### src/sv/odrgb_pkg.sv
// ----------------------------------------------------------------------------
// odrgb_pkg
// shared types, bayer threshold table and offset helpers for the dither block
// ----------------------------------------------------------------------------
package odrgb_pkg;

  // signed channel offset, range -127..111
  typedef logic signed [7:0] off_t;

  // pixel as held in the input register, only the low position bits kept
  typedef struct packed {
    logic [7:0] red;
    logic [7:0] green;
    logic [7:0] blue;
    logic [1:0] col;
    logic [1:0] row;
  } pix_t;

  // 4x4 bayer threshold at (row, col)
  function automatic logic [3:0] bayer_thr(input logic [1:0] row, input logic [1:0] col);
    logic [3:0] t;
    case ({row, col})
      4'h0:    t = 4'd0;
      4'h1:    t = 4'd8;
      4'h2:    t = 4'd2;
      4'h3:    t = 4'd10;
      4'h4:    t = 4'd12;
      4'h5:    t = 4'd4;
      4'h6:    t = 4'd14;
      4'h7:    t = 4'd6;
      4'h8:    t = 4'd3;
      4'h9:    t = 4'd11;
      4'ha:    t = 4'd1;
      4'hb:    t = 4'd9;
      4'hc:    t = 4'd15;
      4'hd:    t = 4'd7;
      4'he:    t = 4'd13;
      4'hf:    t = 4'd5;
      default: t = 4'd0;
    endcase
    return t;
  endfunction

  // divide by 16, truncating toward zero
  function automatic off_t div16_tz(input logic signed [12:0] p);
    logic signed [12:0] a;
    a = p[12] ? (p + 13'sd15) : p;
    return off_t'(a[11:4]);
  endfunction

  // (t-8)*k/16 for the given scale k
  function automatic off_t thr_off(input logic [3:0] t, input logic [12:0] k);
    logic signed [4:0]  d;
    logic signed [12:0] p;
    d = $signed({1'b0, t}) - 5'sd8;
    p = $signed({{8{d[4]}}, d} * k);
    return div16_tz(p);
  endfunction

  localparam logic [12:0] SMALL_SCALE = 13'd85;
  localparam logic [12:0] LARGE_SCALE = 13'd255;

endpackage

### src/sv/odrgb_chan.sv
// ----------------------------------------------------------------------------
// odrgb_chan
// one color channel: add dither offset, saturate, quantize to 2 or 4 levels
// ----------------------------------------------------------------------------
module odrgb_chan
  import odrgb_pkg::*;
(
  input  logic [7:0] pixel,
  input  off_t       small_off,
  input  off_t       large_off,
  input  logic       two_level,
  output logic [1:0] level
);

  off_t              off;
  logic signed [9:0] sum;
  logic [7:0]        sat;
  logic [9:0]        scaled;

  always_comb begin
    off = two_level ? large_off : small_off;
    sum = $signed({2'b00, pixel}) + 10'(off);
    if (sum < 10'sd0) begin
      sat = 8'd0;
    end else if (sum > 10'sd255) begin
      sat = 8'd255;
    end else begin
      sat = sum[7:0];
    end
    // (v*3 + 127) / 255 as three compares
    scaled = ({2'b00, sat} * 10'd3) + 10'd127;
    if (two_level) begin
      // (v + 127) / 255
      level = {1'b0, sat[7]};
    end else if (scaled >= 10'd765) begin
      level = 2'd3;
    end else if (scaled >= 10'd510) begin
      level = 2'd2;
    end else if (scaled >= 10'd255) begin
      level = 2'd1;
    end else begin
      level = 2'd0;
    end
  end

endmodule

### src/sv/odrgb_dither.sv
// ----------------------------------------------------------------------------
// odrgb_dither
// threshold lookup, offsets and per-channel quantizers, packs the index
// ----------------------------------------------------------------------------
module odrgb_dither
  import odrgb_pkg::*;
(
  input  pix_t       pix,
  input  logic       cube_mode,
  output logic [4:0] palette_index
);

  logic [3:0] thr;
  off_t       small_off;
  off_t       large_off;
  logic [1:0] r_lvl;
  logic [1:0] g_lvl;
  logic [1:0] b_lvl;

  always_comb begin
    thr       = bayer_thr(pix.row, pix.col);
    small_off = thr_off(thr, SMALL_SCALE);
    large_off = thr_off(thr, LARGE_SCALE);
  end

  odrgb_chan u_red (
    .pixel     (pix.red),
    .small_off (small_off),
    .large_off (large_off),
    .two_level (cube_mode),
    .level     (r_lvl)
  );

  odrgb_chan u_green (
    .pixel     (pix.green),
    .small_off (small_off),
    .large_off (large_off),
    .two_level (1'b0),
    .level     (g_lvl)
  );

  odrgb_chan u_blue (
    .pixel     (pix.blue),
    .small_off (small_off),
    .large_off (large_off),
    .two_level (1'b1),
    .level     (b_lvl)
  );

  // red*8 + green*2 + blue, fields do not overlap
  assign palette_index = {r_lvl, g_lvl, b_lvl[0]};

endmodule

### src/sv/ordered_dither_rgb_to_index.sv
// ----------------------------------------------------------------------------
// ordered_dither_rgb_to_index
// 4x4 bayer ordered dither of an rgb pixel into a 32 or 16 entry palette index
// ----------------------------------------------------------------------------
//  channel | ports                                   | request moves
//  --------+-----------------------------------------+---------------------------
//  in      | in_valid/in_ready, in_red..in_line      | one pixel with position
//  out     | out_valid/out_ready, out_palette_index  | one palette index
//  cfg     | cfg_we, cfg_wdata                       | cube_mode write, no wait
//
//  one request per cycle sustained while out_ready stays high; an accepted
//  request passes the input register and then the result register before out_valid
//  shows it; input register -> dither logic -> result register, both stages advance
//  whenever the stage ahead is empty or being drained
//  rst_n (synchronous) clears both stage valids and sets cube_mode to 0
//  a stall on out_ready holds the result; in_ready drops only when both
//  stages are full and the result is not taken
// ----------------------------------------------------------------------------
module ordered_dither_rgb_to_index
  import odrgb_pkg::*;
(
  input  logic        clk,
  input  logic        rst_n,
  input  logic        in_valid,
  output logic        in_ready,
  input  logic [7:0]  in_red,
  input  logic [7:0]  in_green,
  input  logic [7:0]  in_blue,
  input  logic [11:0] in_column,
  input  logic [11:0] in_line,
  output logic        out_valid,
  input  logic        out_ready,
  output logic [4:0]  out_palette_index,
  input  logic        cfg_we,
  input  logic        cfg_wdata
);

  // configuration
  logic cube_mode_r;

  // stage 1: input register
  logic s1_valid_r;
  pix_t s1_pix_r;

  // stage 2: result register
  logic       s2_valid_r;
  logic [4:0] s2_index_r;
  logic [4:0] s2_index_nxt;

  logic s2_ready;
  logic in_take;
  logic s1_move;

  // a stage can load when it is empty or its content leaves this cycle
  assign s2_ready = !s2_valid_r || out_ready;
  assign in_ready = !s1_valid_r || s2_ready;
  assign in_take  = in_valid && in_ready;
  assign s1_move  = s1_valid_r && s2_ready;

  always_ff @(posedge clk) begin
    if (!rst_n) begin
      cube_mode_r <= 1'b0;
    end else if (cfg_we) begin
      cube_mode_r <= cfg_wdata;
    end
  end

  // stage 1 control
  always_ff @(posedge clk) begin
    if (!rst_n) begin
      s1_valid_r <= 1'b0;
    end else if (in_ready) begin
      s1_valid_r <= in_valid;
    end
  end

  // stage 1 payload, only the low position bits select the threshold
  always_ff @(posedge clk) begin
    if (in_take) begin
      s1_pix_r.red   <= in_red;
      s1_pix_r.green <= in_green;
      s1_pix_r.blue  <= in_blue;
      s1_pix_r.col   <= in_column[1:0];
      s1_pix_r.row   <= in_line[1:0];
    end
  end

  // dither and quantize between the two registers
  odrgb_dither u_dither (
    .pix           (s1_pix_r),
    .cube_mode     (cube_mode_r),
    .palette_index (s2_index_nxt)
  );

  // stage 2 control
  always_ff @(posedge clk) begin
    if (!rst_n) begin
      s2_valid_r <= 1'b0;
    end else if (s2_ready) begin
      s2_valid_r <= s1_valid_r;
    end
  end

  // stage 2 payload
  always_ff @(posedge clk) begin
    if (s1_move) begin
      s2_index_r <= s2_index_nxt;
    end
  end

  assign out_valid         = s2_valid_r;
  assign out_palette_index = s2_index_r;

  // an accepted request always lands in stage 1
  a_take_lands: assert property (@(posedge clk) disable iff (!rst_n)
    in_take |=> s1_valid_r)
    else $error("accepted request not held in input stage");

  // a request in stage 1 moves to the result when the result can load
  a_s1_advances: assert property (@(posedge clk) disable iff (!rst_n)
    s1_move |=> s2_valid_r)
    else $error("input stage did not advance to result stage");

  // full pipeline with a stalled result must push back on the input
  a_full_backpressure: assert property (@(posedge clk) disable iff (!rst_n)
    s1_valid_r && s2_valid_r && !out_ready |-> !in_ready)
    else $error("input accepted while pipeline full");

  // after reset both stages are empty
  a_reset_empty: assert property (@(posedge clk)
    !rst_n |=> !s1_valid_r && !s2_valid_r)
    else $error("pipeline not empty after reset");

endmodule
### config.mk
export PLATFORM = sky130hd
export DESIGN_NAME = ordered_dither_rgb_to_index
export DESIGN_NICKNAME = d
export VERILOG_FILES = /design/src/sv/odrgb_pkg.sv /design/src/sv/odrgb_chan.sv /design/src/sv/odrgb_dither.sv /design/src/sv/ordered_dither_rgb_to_index.sv
export SDC_FILE = /design/constraint.sdc
export NUM_CORES = 1
export LEC_CHECK = 0
export BUFFER_PORTS_ARGS = -buffer_cell sky130_fd_sc_hd__buf_2
export CAP_MARGIN = 20
export CORE_ASPECT_RATIO = 1.4
export CORE_MARGIN = 3
export CORE_UTILIZATION = 65
export CTS_BUF_LIST = sky130_fd_sc_hd__clkbuf_4 sky130_fd_sc_hd__clkbuf_8
export DETAILED_ROUTE_END_ITERATION = 10
export PLACE_DENSITY = 0.95
export SYNTH_ARGS = -nofsm -noshare
export SYNTH_HDL_FRONTEND = slang
export SYNTH_SLANG_ARGS = --single-unit
export TNS_END_PERCENT = 10
### constraint.sdc
create_clock -name clk -period 25.1 [get_ports clk]
set_input_delay 2.51 -clock clk [delete_from_list [all_inputs] [get_ports clk]]
set_output_delay 2.51 -clock clk [all_outputs]
set_load 0.01 [all_outputs]
==> flow_summary.yaml <==
status:
  outcome: "finished, final reports clean"
grt:
  grt.total_usage: 0.289
  grt_pass1_wl_um: 23300
  grt_max_degree: 29
  antenna_found_initial: 0
  grt_pass1_vias: 5121
  overflow: 0
clocking:
  clk_root_buffer_cell: "clkbuf_8"
  cts_buffers: 5
  clk_path_buf_depth: 2
  clk_latency_ns: 0.31
  cts_hold_buffers: 0
  cts-resized-gates: 0
  cts_sinks: 40
  postCtsSetupRepairBufs: 0
  cts_htree_levels: 2
  path_clk_slew_ns: 0.09
  cts_tree: "yes"
cells_and_area:
  drive_above_1_share: 0.119
  instances_no_fill: 784
  antenna_cells: 0
  syn_to_final_growth_pct: 8.16
  fin_nets: 834
setup_path:
  cp-endpoint: "out_palette_index[3]$_DFFE_PP_"
  critPathCaptureType: "flop"
  path_common_cell: "ha_1"
  cp_max_fo: 13
  cp_num_cells: 37
  cp.arrival_ns: 10.02
  crit_family: "adder cells"
  r2r_start: "u_dither.thr[0]$_DFF_P_"
  critPathSlowestCell: "or4b_4"
  crit_required_ns: 25.17
  r2r_end: "out_palette_index[3]$_DFFE_PP_"
  path_class: "reg2reg"
  crit_path_start_kind: "flop"
  cp-startpoint: "u_dither.thr[0]$_DFF_P_"
  rr_worst_depth: 37
  critPathBufInv: 5
  cp_slowest_stage_delay_ns: 0.62
  ff2ff_setup_slack_ns: 15.15
route:
  drc: 0
  ant_nets: 0
  wl_um: 13800
  avgViaCountPerCell: 6.55
  wl_per_cell_um: 17.7
  drt_iter0_markers: 414
  via_count: 5138
  drt_first_pass_iters: 5
yosys:
  synth.top_cell.area_share: 0.190
  synth_mux_area_frac: 0.0317
  syn_inst: 647
  ys_seq_area_frac: 0.202
  avgSynthCellArea_um2: 8.67
  synth_commonest_cells: "ha_1 (85), inv_1 (76), nor2_1 (39)"
  yosys.area_share.xor_xnor: 0.0783
  syn_nets: 800
  ys_warn_count: 0
  synth.distinct_cells: 72
  synth_fa_ha_area_frac: 0.240
  synth_edf_count: 33
  ys_ff_latch: 40
  synth_compound_area_frac: 0.207
  synth_top_family_by_area: "adder cells"
  yosysMostFrequentCell: "ha_1"
  synth_area_um2: 5610
  async_flop_share: 0
  synth_area_leaders: "ha_1 (19%), edfxtp_1 (18%), inv_1 (5.1%), fa_1 (5.0%), xnor2_1 (4.7%)"
  synth-simple-area-share: 0.179
  synth_top_area_cell: "ha_1"
  synth_ff_type: "edfxtp_1"
floorplan:
  core_um2: 8300
  rows: 39
  floorplan.initialDensity: 0.676
  fp.dieH_um: 116
  die_x_um: 84.5
  dieArea_um2: 9800
  io_pins: 61
sta:
  worst_pin_slew_ns: 0.790
  slew_headroom: 0.472
  timing.final.crit_period_ns: 9.95
  max_freq_ghz: 0.100
  finalSetupViolations: 0
  timing.setup.tns_ns: 0
  hold_viol: 0
  rsz0062_at_grt: "no"
  maxSlewViolCount: 0
  clock_skew_ns: 0.0120
  fin_crit_sh: 0.396
  whs_ns: 0.520
place:
  io_buffers: 40
  dp_hpwl_um: 10400
  place.gp.congestion: 0.922
  dp_cells: 775
min_path:
  min_path_type: "reg2reg"
flow_run:
  drv_cap: 0
## worst register-to-register path, delay by kind of cell, from the launching register on
family	cells	cell delay, ns
buf+inv	5	0.53
simple gates	10	2.13
flops	1	0.50
fa+ha+maj	8	2.84
xor+xnor	2	0.52
compound gates	11	2.84
mux	1	0.36
## layout by cell type, fill, tap and decap left out, types with 4 or more instances in the layout
cell type,instances
a211oi_1,5
a21o_1,13
a21oi_1,38
a31oi_1,5
and3_1,7
buf_2,40
clkbuf_8,5
dfxtp_1,7
edfxtp_1,33
fa_1,14
ha_1,85
inv_1,76
mux2_2,11
mux2i_1,4
nand2_1,35
nand2b_1,11
nand3_1,17
nand4_1,6
nor2_1,39
nor2b_1,18
nor3_1,20
nor3b_1,6
o211ai_1,4
o21a_1,14
o21ai_0,38
o21ai_1,4
o32ai_1,6
or3_1,7
xnor2_1,30
xor2_1,17
## per-stage QoR
stage | instance area (um^2) | utilization | setup slack (ns)
finish | 6070 | 0.732 | 15.15
global route | 6070 | 0.732 | 14.59
CTS | 6040 | 0.728 | 15.37
detailed placement | 5880 | 0.709 | 15.45
global placement | 5880 | 0.709 | 15.75
floorplan | 5610 | - | 16.35
## per-layer routing
metal,vias to the layer above,wire (um),track usage
met1,2382,5000,0.306
met4,0,826,0.164
met5,-,0,0
li1,2405,-,-
met3,87,749,0.0448
met2,264,7270,0.539
## area by class of cell
| cell class | instances | area (um^2) |
|---|---|---|
| Clock buffer | 5 | 68.8 |
| Clock inverter | 3 | 90.1 |
| Fill cell | 580 | 2230 |
| Inverter | 77 | 294 |
| Multi-Input combinational cell | 515 | 4120 |
| Sequential cell | 40 | 1130 |
| Tap cell | 102 | 128 |
| Timing Repair Buffer | 42 | 235 |
## state kept, by name, indices dropped and copies added, names as in the netlist
| signal | count |
|---|---|
| u_dither.thr | 4 |
| s1_valid_r | 1 |
| out_valid | 1 |
| cube_mode_r | 1 |
| s1_pix_r | 28 |
| out_palette_index | 5 |
## logic make-up (layout without fill, tap and decap cells)
kind of cell / count (synthesis) / count (layout)
fa+ha+maj: 99 / 99
compound gates: 168 / 168
buf+inv: 92 / 127
xor+xnor: 48 / 48
flops: 40 / 40
simple gates: 184 / 184
mux: 16 / 16
## how the worst min path moves through the flow
stage,from,end,slack [ns],cells past startpoint
3_5_place_dp,s1_pix_r[0]$_DFFE_PP_,u_dither.thr[2]$_DFF_P_,0.50,1
6_report,s1_pix_r[0]$_DFFE_PP_,u_dither.thr[2]$_DFF_P_,0.52,1
4_1_cts,s1_pix_r[0]$_DFFE_PP_,u_dither.thr[2]$_DFF_P_,0.52,1
2_1_floorplan,s1_valid_r$_SDFFE_PN0N_,out_valid$_SDFFE_PN0P_,0.48,1
3_3_place_gp,s1_pix_r[1]$_DFFE_PP_,u_dither.thr[0]$_DFF_P_,0.49,1
5_1_grt,s1_pix_r[1]$_DFFE_PP_,u_dither.thr[0]$_DFF_P_,0.55,1
Power is left out: the tool's default activity adds up to more than one toggle a clock period on the data nets, which glitch-free logic cannot reach.
